<file path="src/rtl/sma_pkg.sv">
// ----------------------------------------------------------------------------
// sma_pkg
// Shared types and constants for the small matrix arithmetic block: operation
// and action codes, register indexes, controller states and the command and
// status groups between controller and datapath.
// ----------------------------------------------------------------------------
package sma_pkg;

  // Fraction bits of the Q16.16 format
  localparam int unsigned FRAC_BITS = 16;

  // Configuration register indexes (word address)
  localparam logic [1:0] REG_OPERATION = 2'd0;
  localparam logic [1:0] REG_ROW_COUNT = 2'd1;
  localparam logic [1:0] REG_INNER_COUNT = 2'd2;
  localparam logic [1:0] REG_COL_COUNT = 2'd3;

  typedef enum logic [2:0] {
    OP_MUL   = 3'd0,
    OP_ADD   = 3'd1,
    OP_SUB   = 3'd2,
    OP_NEG   = 3'd3,
    OP_TRANS = 3'd4
  } op_e;

  typedef enum logic [1:0] {
    ACT_LOAD_A = 2'd0,
    ACT_LOAD_B = 2'd1,
    ACT_START  = 2'd2
  } act_e;

  typedef enum logic [1:0] {
    ST_IDLE,
    ST_HOLD,
    ST_ISSUE,
    ST_WAIT
  } state_e;

  // Controller to datapath
  typedef struct packed {
    logic wr_a;       // write first matrix element
    logic wr_b;       // write second matrix element
    logic issue;      // read addresses valid this cycle
    logic first;      // first term of the element
    logic last_k;     // last term of the element
    logic last_elem;  // element under work is the last of the run
  } cmd_t;

  // Datapath to controller
  typedef struct packed {
    logic done;       // result element goes to the output register now
    logic out_busy;   // output register holds an untaken result
  } status_t;

endpackage

</file>
<file path="src/rtl/sma_ctrl.sv">
// ----------------------------------------------------------------------------
// sma_ctrl
// Sequencer: decodes input transactions, walks the result coordinates in
// row-major order and the inner index of each element, and drives the matrix
// read and write addresses.
// ----------------------------------------------------------------------------
module sma_ctrl #(
  parameter int unsigned MAX_DIM = 8
) (
  input  logic                                 clk_i,
  input  logic                                 rst_ni,
  input  logic                                 in_valid_i,
  output logic                                 in_ready_o,
  input  logic [1:0]                           action_i,
  input  logic [2:0]                           row_index_i,
  input  logic [2:0]                           col_index_i,
  input  logic [2:0]                           op_i,
  input  logic [3:0]                           row_count_i,
  input  logic [3:0]                           inner_count_i,
  input  logic [3:0]                           col_count_i,
  input  sma_pkg::status_t                     status_i,
  output sma_pkg::cmd_t                        cmd_o,
  output logic [$clog2(MAX_DIM*MAX_DIM)-1:0]   waddr_o,
  output logic [$clog2(MAX_DIM*MAX_DIM)-1:0]   raddr_a_o,
  output logic [$clog2(MAX_DIM*MAX_DIM)-1:0]   raddr_b_o,
  output logic [$clog2(MAX_DIM)-1:0]           res_row_o,
  output logic [$clog2(MAX_DIM)-1:0]           res_col_o
);

  localparam int unsigned IW = $clog2(MAX_DIM);
  localparam int unsigned AW = $clog2(MAX_DIM * MAX_DIM);

  sma_pkg::state_e state_q, state_d;
  logic [IW-1:0] r_q, r_d, c_q, c_d, k_q, k_d;
  logic [IW-1:0] rows_last, inner_last, cols_last;
  logic [IW-1:0] r_last, c_last, k_last;
  logic          in_accept, op_ok, idx_ok, start, run_last;

  // Clamp a count to 1..MAX_DIM and give its last index
  function automatic logic [IW-1:0] last_idx(input logic [3:0] cnt);
    if (cnt == 4'd0) begin
      return '0;
    end else if (cnt > 4'(MAX_DIM)) begin
      return IW'(MAX_DIM - 1);
    end else begin
      return IW'(cnt - 4'd1);
    end
  endfunction

  function automatic logic [AW-1:0] flat(input logic [IW-1:0] row, input logic [IW-1:0] col);
    return AW'(int'(row) * MAX_DIM + int'(col));
  endfunction

  // Decode the transaction and the loop bounds of the configured operation
  always_comb begin
    rows_last  = last_idx(row_count_i);
    inner_last = last_idx(inner_count_i);
    cols_last  = last_idx(col_count_i);
    in_accept  = in_valid_i && in_ready_o;
    op_ok      = op_i <= sma_pkg::OP_TRANS;
    idx_ok     = ({1'b0, row_index_i} < 4'(MAX_DIM)) && ({1'b0, col_index_i} < 4'(MAX_DIM));
    start      = in_accept && (action_i == sma_pkg::ACT_START) && op_ok;
    case (op_i)
      sma_pkg::OP_MUL: begin
        r_last = rows_last;
        c_last = cols_last;
        k_last = inner_last;
      end
      sma_pkg::OP_TRANS: begin
        r_last = inner_last;
        c_last = rows_last;
        k_last = '0;
      end
      default: begin
        r_last = rows_last;
        c_last = inner_last;
        k_last = '0;
      end
    endcase
    run_last = (r_q == r_last) && (c_q == c_last);
  end

  // Next state and loop counters
  always_comb begin
    state_d = state_q;
    r_d     = r_q;
    c_d     = c_q;
    k_d     = k_q;
    case (state_q)
      sma_pkg::ST_IDLE: begin
        if (start) begin
          state_d = sma_pkg::ST_HOLD;
          r_d     = '0;
          c_d     = '0;
          k_d     = '0;
        end
      end
      sma_pkg::ST_HOLD: begin
        if (!status_i.out_busy) begin
          state_d = sma_pkg::ST_ISSUE;
        end
      end
      sma_pkg::ST_ISSUE: begin
        k_d = k_q + 1'b1;
        if (k_q == k_last) begin
          state_d = sma_pkg::ST_WAIT;
        end
      end
      sma_pkg::ST_WAIT: begin
        if (status_i.done) begin
          k_d = '0;
          if (run_last) begin
            state_d = sma_pkg::ST_IDLE;
          end else begin
            state_d = sma_pkg::ST_HOLD;
            if (c_q == c_last) begin
              c_d = '0;
              r_d = r_q + 1'b1;
            end else begin
              c_d = c_q + 1'b1;
            end
          end
        end
      end
      default: begin
        state_d = sma_pkg::ST_IDLE;
      end
    endcase
  end

  // Commands and addresses
  always_comb begin
    in_ready_o       = state_q == sma_pkg::ST_IDLE;
    cmd_o.wr_a       = in_accept && (action_i == sma_pkg::ACT_LOAD_A) && idx_ok;
    cmd_o.wr_b       = in_accept && (action_i == sma_pkg::ACT_LOAD_B) && idx_ok;
    cmd_o.issue      = state_q == sma_pkg::ST_ISSUE;
    cmd_o.first      = k_q == '0;
    cmd_o.last_k     = k_q == k_last;
    cmd_o.last_elem  = run_last;
    waddr_o          = flat(row_index_i[IW-1:0], col_index_i[IW-1:0]);
    case (op_i)
      sma_pkg::OP_MUL: begin
        raddr_a_o = flat(r_q, k_q);
        raddr_b_o = flat(k_q, c_q);
      end
      sma_pkg::OP_TRANS: begin
        raddr_a_o = flat(c_q, r_q);
        raddr_b_o = flat(c_q, r_q);
      end
      default: begin
        raddr_a_o = flat(r_q, c_q);
        raddr_b_o = flat(r_q, c_q);
      end
    endcase
    res_row_o = r_q;
    res_col_o = c_q;
  end

  always_ff @(posedge clk_i or negedge rst_ni) begin
    if (!rst_ni) begin
      state_q <= sma_pkg::ST_IDLE;
      r_q     <= '0;
      c_q     <= '0;
      k_q     <= '0;
    end else begin
      state_q <= state_d;
      r_q     <= r_d;
      c_q     <= c_d;
      k_q     <= k_d;
    end
  end

endmodule

</file>
<file path="config.mk">
export PLATFORM = sky130hd
export DESIGN_NAME = sma_ctrl
export DESIGN_NICKNAME = d
export VERILOG_FILES = /design/src/rtl/sma_pkg.sv /design/src/rtl/sma_ctrl.sv
export SDC_FILE = /design/constraint.sdc
export NUM_CORES = 1
export LEC_CHECK = 0
export ABC_AREA = 1
export BUFFER_PORTS_ARGS = -buffer_cell sky130_fd_sc_hd__buf_2
export CORE_MARGIN = 8
export CORE_UTILIZATION = 44
export CTS_CLUSTER_SIZE = 10
export DETAILED_ROUTE_END_ITERATION = 6
export PLACE_DENSITY = 0.74
export SYNTH_ARGS = -nofsm -noshare
export SYNTH_HDL_FRONTEND = slang
export SYNTH_SLANG_ARGS = --single-unit
</file>
<file path="constraint.sdc">
create_clock -name clk_i -period 1.5 [get_ports clk_i]
set_input_delay 0.225 -clock clk_i [delete_from_list [all_inputs] [get_ports clk_i]]
set_output_delay 0.225 -clock clk_i [all_outputs]
set_load 0.01 [all_outputs]
</file>
# ---- Word-level counts from Yosys, hierarchy flattened
# Index checks and enable logic that the tools add are counted.
# W data, S select, Z words.
dict set report totals {
  regBits 11
  in_bits 28
  output_inout_bits 31
  wordCells 81
}
dict set report classes {
  n_addsub 11
  order_cmp 4
  eq_ne 15
  n_mux 28
  n_reduce_logical 19
}
# operator count
set op_table {}
lappend op_table {{$mux W3} 16}
lappend op_table {{$add A6 B3 Y6} 5}
lappend op_table {{$pmux W6 S2} 2}
lappend op_table {{$pmux W3 S2} 3}
lappend op_table {{$gt A4 B4 Y1 const B} 3}
lappend op_table {{$logic_not A4 Y1} 3}
lappend op_table {{$ne A2 B2 Y1 const B} 5}
lappend op_table {{$add A3 B1 Y3 const B} 3}
lappend op_table {{$eq A3 B3 Y1} 3}
lappend op_table {{$pmux W3 S3} 1}
lappend op_table {{$sub A3 B1 Y3 const B} 3}
lappend op_table {{$mux W2} 4}
lappend op_table {{$pmux W2 S4} 1}
lappend op_table {{$reduce_and A4 Y1} 2}
lappend op_table {{$eq A2 B2 Y1 const B} 3}
lappend op_table {{$logic_and A1 B1 Y1} 6}
lappend op_table {{$logic_not A3 Y1} 2}
lappend op_table {{$reduce_and A5 Y1} 1}
lappend op_table {{$eq A2 B1 Y1 const B} 2}
lappend op_table {{$logic_not A2 Y1} 2}
lappend op_table {{$eq A3 B3 Y1 const B} 1}
lappend op_table {{$le A3 B3 Y1 const B} 1}
lappend op_table {{$reduce_and A3 Y1} 1}
lappend op_table {{$reduce_bool A3 Y1} 1}
lappend op_table {{other kinds (3)} 3}

# ---- Depth between registers and ports, before layout
# Gate-level depths: netlist of the first run.
dict set report depth {
  depth_word 9
  depth_mapped 16
  ltp_nobuf 16
}

# ---- Least setup slack after synthesis of the first run
# Ideal clock, no wire load.
dict set report synth_timing {
  path_kind {flip-flop to flip-flop}
  from {register state_q[1]}
  to {register c_q[0] (netlist: res_col_o[0])}
  setup_time_ns 0.121
  arrival_ns 1.682
  required_ns 1.379
  setup_slack_ns -0.303
  stages_incl_launch_ff 12
  path_buffers 0
  synth_period_minus_slack_ns 1.803
  cell_sequence {dfrtp_1 > inv_1 > ha_1 > nand2_1 > nor4_1 > nor2_1 > nor2_1 > inv_1 > nor2_2 > nand2_2 > nand2_1 > o21ai_1}
}
dict set report synth_via {
  elab_chain_cells 6
  word_cells_on_any_way 11
  cone_classes {eq/ne: 4; mux: 1; reduce/logical: 6}
}
# element line
set synth_rtl {}
lappend synth_rtl {{start, declared} sma_ctrl.sv:33} ;# sma_pkg::state_e state_q, state_d;
lappend synth_rtl {{start signal, assigned} sma_ctrl.sv:161} ;# state_q <= sma_pkg::ST_IDLE;
lappend synth_rtl {{start signal, assigned} sma_ctrl.sv:166} ;# state_q <= state_d;
lappend synth_rtl {{$logic_not A2 Y1 (*)} sma_ctrl.sv:133} ;# in_ready_o = state_q == sma_pkg::ST_IDLE;
lappend synth_rtl {{net in_ready_o} sma_ctrl.sv:13} ;# output logic in_ready_o,
lappend synth_rtl {{$logic_and A1 B1 Y1} sma_ctrl.sv:59} ;# in_accept = in_valid_i && in_ready_o;
lappend synth_rtl {{$logic_and A1 B1 Y1 (2 in series)} sma_ctrl.sv:62} ;# start = in_accept && (action_i == sma_pkg::ACT_START) && op_ok;
lappend synth_rtl {{$ne A2 B1 Y1 (no source line)} --}
lappend synth_rtl {{$reduce_and A4 Y1 (no source line)} --}
lappend synth_rtl {{end signal, assigned} sma_ctrl.sv:163} ;# c_q <= '0;
lappend synth_rtl {{end signal, assigned} sma_ctrl.sv:168} ;# c_q <= c_d;
lappend synth_rtl {{end, declared} sma_ctrl.sv:34} ;# logic [IW-1:0] r_q, r_d, c_q, c_d, k_q, k_d;
# Mark *: on every way through the listed nets, which the timed path passes. The rest lies on a longest branch.
# A chain may end at the register's enable or synchronous reset.

# ---- Worst setup path in the final report of the first run
dict set report layout_timing {
  from {register state_q[0]}
  to {register r_q[0] (netlist: res_row_o[0])}
}
dict set report layout_via {
  elab_chain_cells 6
  word_cells_on_any_way 12
  cone_classes {eq/ne: 5; mux: 1; reduce/logical: 6}
}
# element line
set layout_rtl {}
lappend layout_rtl {{$logic_not A2 Y1} {sma_ctrl.sv:89, sma_ctrl.sv:133}}
lappend layout_rtl {{$logic_and A1 B1 Y1} sma_ctrl.sv:59}
lappend layout_rtl {{$logic_and A1 B1 Y1 (2 in series)} sma_ctrl.sv:62}
lappend layout_rtl {{$ne A2 B1 Y1 (no source line)} --}
lappend layout_rtl {{$reduce_and A5 Y1 (no source line)} --}
lappend layout_rtl {{end signal, assigned} sma_ctrl.sv:167} ;# r_q <= r_d;
lappend layout_rtl {{end, declared} sma_ctrl.sv:34}
# Several ways; a longest one is shown, not always the timed one.

==> out/results.txt, run 1 <==
Synth Area per Inst = 6.30 um^2
drt wl/cell = 12.0 um
CTS sink count = 11
CP Data Arrival Time = 1.94 ns
total iterations of the first detailed-routing run = 6
clock-pin slew on the worst setup and hold paths = 0.07 ns
most common cell after layout, fill and taps aside = nand2_1
ANT cells = 0
DP Worst Slack = -0.334 ns
Worst Tran Pin Value = 0.273 ns
failing checks = negative setup slack
die height = 73.7 um
RSZ-0062 raised after global routing = true
Final setup violation count = 15
Iter 0 DRT Violations = 82
die width = 73.7 um
clk_lat worst skew = 0.27 ns
Rel. slew slack = 81.8%
GRT Total Usage = 15.8%
Placed Cells = 345
H-tree lvl count = 1
Tmin final = 1.73 ns
fmax = 579 MHz
largest net degree at the start of global routing = 12
final-report hold violation count = 0
Worst VDD drop = 1360 uV
Crit Path Class = flop to flop
outcome = finished with violations
layout cells sized above 1 = 47.3%
number of synthesized register bits = 11
Post-synth EDFFs = 0
full die area = 5430 um^2
first-pass GRT wire length = 7040 um
# fillers = 311
placed cell area = 2020 um^2
DRT antenna net count = 0
Worst Skew = 0.00232 ns
period utilization = 115%
required time of the critical path = 1.71 ns
Synth Cell Area = 1460 um^2
most frequent cells in the layout = 63 x nand2_1, 40 x buf_2, 34 x buf_4
port bufs = 46
register area share after synthesis = 18.8%
I/O pins = 59
Leakage = 1.21 nW
Initial Util = 44.9%
Finished Cell Area = 2270 um^2
Netlist cell types = 27
Net Count, Synth = 272
# nets final = 352
Mapped Cells = 232
CTS tree = built
Worst Setup Start Kind = flop
total number of vias = 1759
Max Cap Viol = 0
hpwl dp = 3430 um
Worst Hold Class = primary input to flop
routed vias/inst = 4.93
Root Buffer = clkbuf_4
RePlAce Congestion = 0.815
Post-Layout Cell Count = 357
Syn. warnings = 0
initial antenna violation count = 0
Total Wirelength = 4270 um
grt ovf = 0
CP Capture Type = flop
row count = 21
Core ar. = 3260 um^2
setup slack after layout = -0.229 ns
Async SR Flop Fraction = 100%
number of remaining DRC errors = 0
vias in the first global route = 1705
clock buffer depth = 2
Final Slew Violations = 0
CTS Buf Count = 3
pwr dens = 1270 nW/um^2
top_reg_cell synth = dfrtp_1
Crit Path Max Fanout = 5
Layout area overhead = 55.3%
==> final timing paths <==
| path | slack, ns | depth (start not counted) | end | from |
|---|---|---|---|---|
| worst max-delay path | -0.23 | 11 | res_row_o[0] | state_q[0] |
| worst max register to register | -0.23 | 11 | res_row_o[0] | state_q[0] |
| max in group asynchronous | 0.92 | 2 | res_col_o[0] | rst_ni |
| worst min-delay path | 0.33 | 6 | state_q[0] | status_i[0] |
| worst min register to register | 0.58 | 2 | res_row_o[1] | res_row_o[1] |
| min in group asynchronous | 0.36 | 2 | state_q[1] | rst_ni |
==> worst max-delay path, cell delays in order (launching register included) <==
cell and delay (ns):
dfrtp_1 0.40, inv_2 0.09, ha_4 0.15, nand2_4 0.05, nor4_4 0.19, nor2_1 0.06
nor2_1 0.16, inv_2 0.09, nor2_4 0.19, buf_6 0.13, nand4_1 0.09, nand2_1 0.07
==> where the power goes <==
group,total [mW],internal (mW),leakage [nW],switching (mW)
Combinational,2.17,0.978,1.05,1.19
Sequential,0.505,0.395,0.143,0.110
Clock,0.209,0.103,0.0150,0.106
Total,2.89,1.48,1.21,1.41
==> routing by layer <==
| metal | GRT usage (%) | wire length (um) | vias up |
|---|---|---|---|
| li1 | - | - | 899 |
| met1 | 17.4 | 1780 | 805 |
| met2 | 30.1 | 2200 | 47 |
| met3 | 2.73 | 232 | 8 |
| met4 | 3.55 | 47 | 0 |
| met5 | 0 | 0 | - |
==> stage by stage <==
step	hold WS (ns)	TNS (ns)	utilization (%)	total power, mW
3_3_place_gp	0.107	-3.21	62.0	2.33
6_report	0.325	-2.34	69.7	2.89
5_1_grt	0.358	-3.84	69.7	3.16
3_5_place_dp	0.111	-3.44	62.0	2.36
2_1_floorplan	-0.0706	-1.44	-	1.67
4_1_cts	0.330	-2.28	65.9	2.72
==> registers in the layout, summed over array words and instances (netlist names) <==
signal	count
state_q	2
res_row_o	3
k_q	3
res_col_o	3
==> repair_timing <==
action	4_1_cts	5_1_grt
buffers inserted	5	2
hold endpoints to repair	11	0
hold buffers	1	0
gates resized for setup	18	30
pin swaps	10	8
endpoints found under the setup margin	16	22
==> synthesized netlist by cell type, types with 2 or more instances <==
cell type / instances / share of area [%]
nor2_4: 4 / 3.1
buf_4: 7 / 3.6
o21ai_1: 3 / 1.0
nand2_1: 75 / 19
xor2_1: 4 / 2.4
ha_1: 12 / 10
nand3_2: 4 / 2.7
o21ai_0: 13 / 4.4
dfrtp_1: 11 / 19
nand4_1: 5 / 2.1
nand2_2: 3 / 1.3
o211ai_1: 6 / 3.1
nand3_1: 21 / 7.2
inv_2: 3 / 0.77
inv_1: 33 / 8.5
a21oi_1: 3 / 1.0
nor2_2: 3 / 1.3
nor3_1: 2 / 0.68
nor2_1: 12 / 3.1
==> layout make-up <==
class	instances	area, um^2	share of cell area, %
Inverter	36	175	7.71
Sequential cell	11	279	12.3
Multi-Input combinational cell	176	1160	51.2
Tap cell	46	57.6	2.53
Timing Repair Buffer	84	571	25.1
Clock buffer	4	26.3	1.16
==> logic make-up (layout without fill, tap and decap cells) <==
kind of cell	after synthesis	after routing	synth area share, %
AND/OR/NAND/NOR	133	133	43.8
AO/OA/AOI/OAI	25	25	9.58
XOR/XNOR	6	6	4.11
adder cells (fa/ha/maj)	12	12	10.3
buffers and inverters	45	124	13.4
flip-flops	11	11	18.8
No activity file was read; power rests on OpenSTA's default activity.
==> inputs of run 2 (changes only) <==
- CORE_UTILIZATION: 44 -> 50
- PLACE_DENSITY: 0.74 -> 0.79
- clock period: 1.5 -> 2 ns (I/O delays scaled with it)
==> run 2 against run 1 <==
Compared with the run above:
- wire length down 8.4%
- highest routed layer unchanged
- design area down 19%
- via count down 8.1%
- critical path depth up 3
- the run now ends clean
- final cell count down 11%
- critical path type is now primary input to output port
- critical endpoint is now cmd_o[0]
==> out/results.txt, run 2 (synthesized netlist as in run 1, its figures left out) <==
outcome = finished, final reports clean
clock-pin slew on the worst setup and hold paths = 0.07 ns (about the same)
Placed Cells = 310 (-10%)
CP max stage cell = ha_2
most common cell after layout, fill and taps aside = nand2_1
Critical R2R Capture = res_col_o[2]
Gate power share = 69.2% (-6.1 points)
R2R setup slack = 0.15 ns (+0.38 ns)
Iter 0 DRT Violations = 99 (+21%)
RR Startpoint = state_q[1]
Worst Skew = 0.00180 ns (-0.000512 ns)
critical path cell sequence = buf_2 -> inv_2 -> ha_2 -> inv_2 -> o21ai_2 -> nand2_1 -> nand2_1 -> nand2_1 -> nand2_1 -> nand2_2 -> nor2_4 -> nand3_2 -> inv_1 -> buf_2
multi-input combinational cell area = 1040 um^2 (-10%)
Worst Hold Class = primary input to async pin
fmax = 518 MHz
RSZ-0062 raised after global routing = true
Layout area overhead = 25.9%
initial antenna violation count = 0 (unchanged)
period utilization = 96.4%
grt ovf = 0 (unchanged)
Tmin final = 1.93 ns
clock buffer depth = 2 (unchanged)
CP bufs+invs = 5 (+2)
die height = 70.1 um (-4.8%)
ANT cells = 0 (unchanged)
placed cell area = 1750 um^2 (-14%)
Clk pwr share = 8.4% (+1.2 points)
Post-Layout Cell Count = 316 (-11%)
setup_tns = 0 ns (+2.34 ns)
routed vias/inst = 5.11 (+3.8%)
RePlAce Congestion = 0.866 (+6.2%)
Worst Tran Pin Value = 0.291 ns (+0.0181 ns)
final-report hold violation count = 0 (unchanged)
# fillers = 268 (-14%)
Initial Util = 53.0% (+8.1 points)
hpwl dp = 3270 um (-4.6%)
clk_lat worst skew = 0.26 ns (about the same)
Final Hold Slack = 0.431 ns (+0.106 ns)
CTS tree = built
Reg power frac = 22.3% (+4.8 points)
Psw = 0.883 mW (-37%)
Final setup violation count = 0 (-15)
Max Used Layer = met4
WP depth = 14 (+3)
Final Slew Violations = 0 (unchanged)
wire length on met1 = 1660 um (-7.2%)
DRT antenna net count = 0 (unchanged)
Worst Setup Start Kind = primary input
H-tree lvl count = 1 (unchanged)
I/O pins = 59 (unchanged)
Top cell by count, worst path = nand2_1
setup slack after layout = 0.0710 ns (+0.300 ns)
DP Worst Slack = -0.0441 ns (+0.289 ns)
kind of cell adding the most delay to the critical path = simple AND/OR/NAND/NOR gates
Max Cap Viol = 0 (unchanged)
total iterations of the first detailed-routing run = 4 (-2)
pwr dens = 932 nW/um^2 (-27%)
crit-path max cell delay = 0.30 ns (-0.10 ns)
vias in the first global route = 1506 (-12%)
CP Data Arrival Time = 1.63 ns (-0.31 ns)
drt wl/cell = 12.4 um (+3.5%)
Rel. slew slack = 80.6% (-1.1 points)
Pint = 0.833 mW (-44%)
Register Area = 275 um^2 (-1.3%)
first-pass GRT wire length = 6330 um (-10%)
total number of vias = 1616 (-8.1%)
WL met3 = 283 um (+22%)
Worst VDD drop = 880 uV (-35%)
WL met2 = 1910 um (-13%)
Finished Cell Area = 1840 um^2 (-19%)
port bufs = 46 (unchanged)
Net Sw Frac = 51.5% (+2.6 points)
largest net degree at the start of global routing = 13 (+1)
Core ar. = 2760 um^2 (-15%)
required time of the critical path = 1.70 ns (about the same)
number of remaining DRC errors = 0 (unchanged)
CTS sink count = 11 (unchanged)
row count = 19 (-9.5%)
Total Wirelength = 3910 um (-8.4%)
Root Buffer = clkbuf_4
CTS Buf Count = 3 (unchanged)
Crit Path Class = primary input to output port
full die area = 4910 um^2 (-9.5%)
# nets final = 326 (-7.4%)
Reg2Reg Depth = 11 (unchanged)
layout cells sized above 1 = 32.6% (-15 points)
Crit Path Max Fanout = 2 (-3)
Leakage = 1.05 nW (-13%)
die width = 70.1 um (-4.8%)
most frequent cells in the layout = 71 x nand2_1, 46 x buf_2, 31 x inv_1
CP Capture Type = output port
GRT Total Usage = 14.8% (-0.99 points)
## run 2: changes by cell type in the layout (fill, tap and decap cells not counted), sizes merged
cell	previous run	this run
buf	83	57
## run 2: timing repair
action                     4_1_cts  5_1_grt
resized for setup                2       16
setup endpoints to repair        1        8
hold endpoints to repair        11        0
buffers inserted                 0        1
hold buffers                     1        0
pin swaps                        0        7
## run 2: metrics by stage
step	power (mW)	util (%)
5_1_grt	1.88	66.8
3_5_place_dp	1.51	63.3
2_1_floorplan	1.14	-
4_1_cts	1.66	64.6
6_report	1.72	66.8
3_3_place_gp	1.48	63.3
## run 2: layer usage
layer / up-vias / global-route usage (%)
met3: 6 / 3.39
met4: 0 / 4.91
li1: 845 / -
met1: 711 / 16.7
met5: - / 0
met2: 54 / 26.6
## run 2: how the worst max path moves through the flow
stage / start / end
2_1_floorplan: inner_count_i[0] / cmd_o[0]
3_3_place_gp: inner_count_i[0] / cmd_o[0]
3_5_place_dp: inner_count_i[0] / res_col_o[2]
4_1_cts: row_count_i[0] / cmd_o[0]
5_1_grt: inner_count_i[1] / cmd_o[0]
6_report: inner_count_i[0] / cmd_o[0]
## run 2: power by group through the flow
stage / clock, mW / sequential, mW / combinational [mW]
after global placement: 0 / 0.383 / 1.10
after detailed placement: 0 / 0.385 / 1.12
after CTS: 0.148 / 0.381 / 1.13
after global routing: 0.157 / 0.393 / 1.33
after floorplan: 0 / 0.385 / 0.751
final: 0.145 / 0.383 / 1.19
## run 2: cell type report
cell class / count / area share [%]
multi-input combinational: 176 / 56.7
timing repair buffer: 58 / 17.5
sequential: 11 / 14.9
inverter: 36 / 7.34
tap: 31 / 2.11
clock buffer: 4 / 1.43
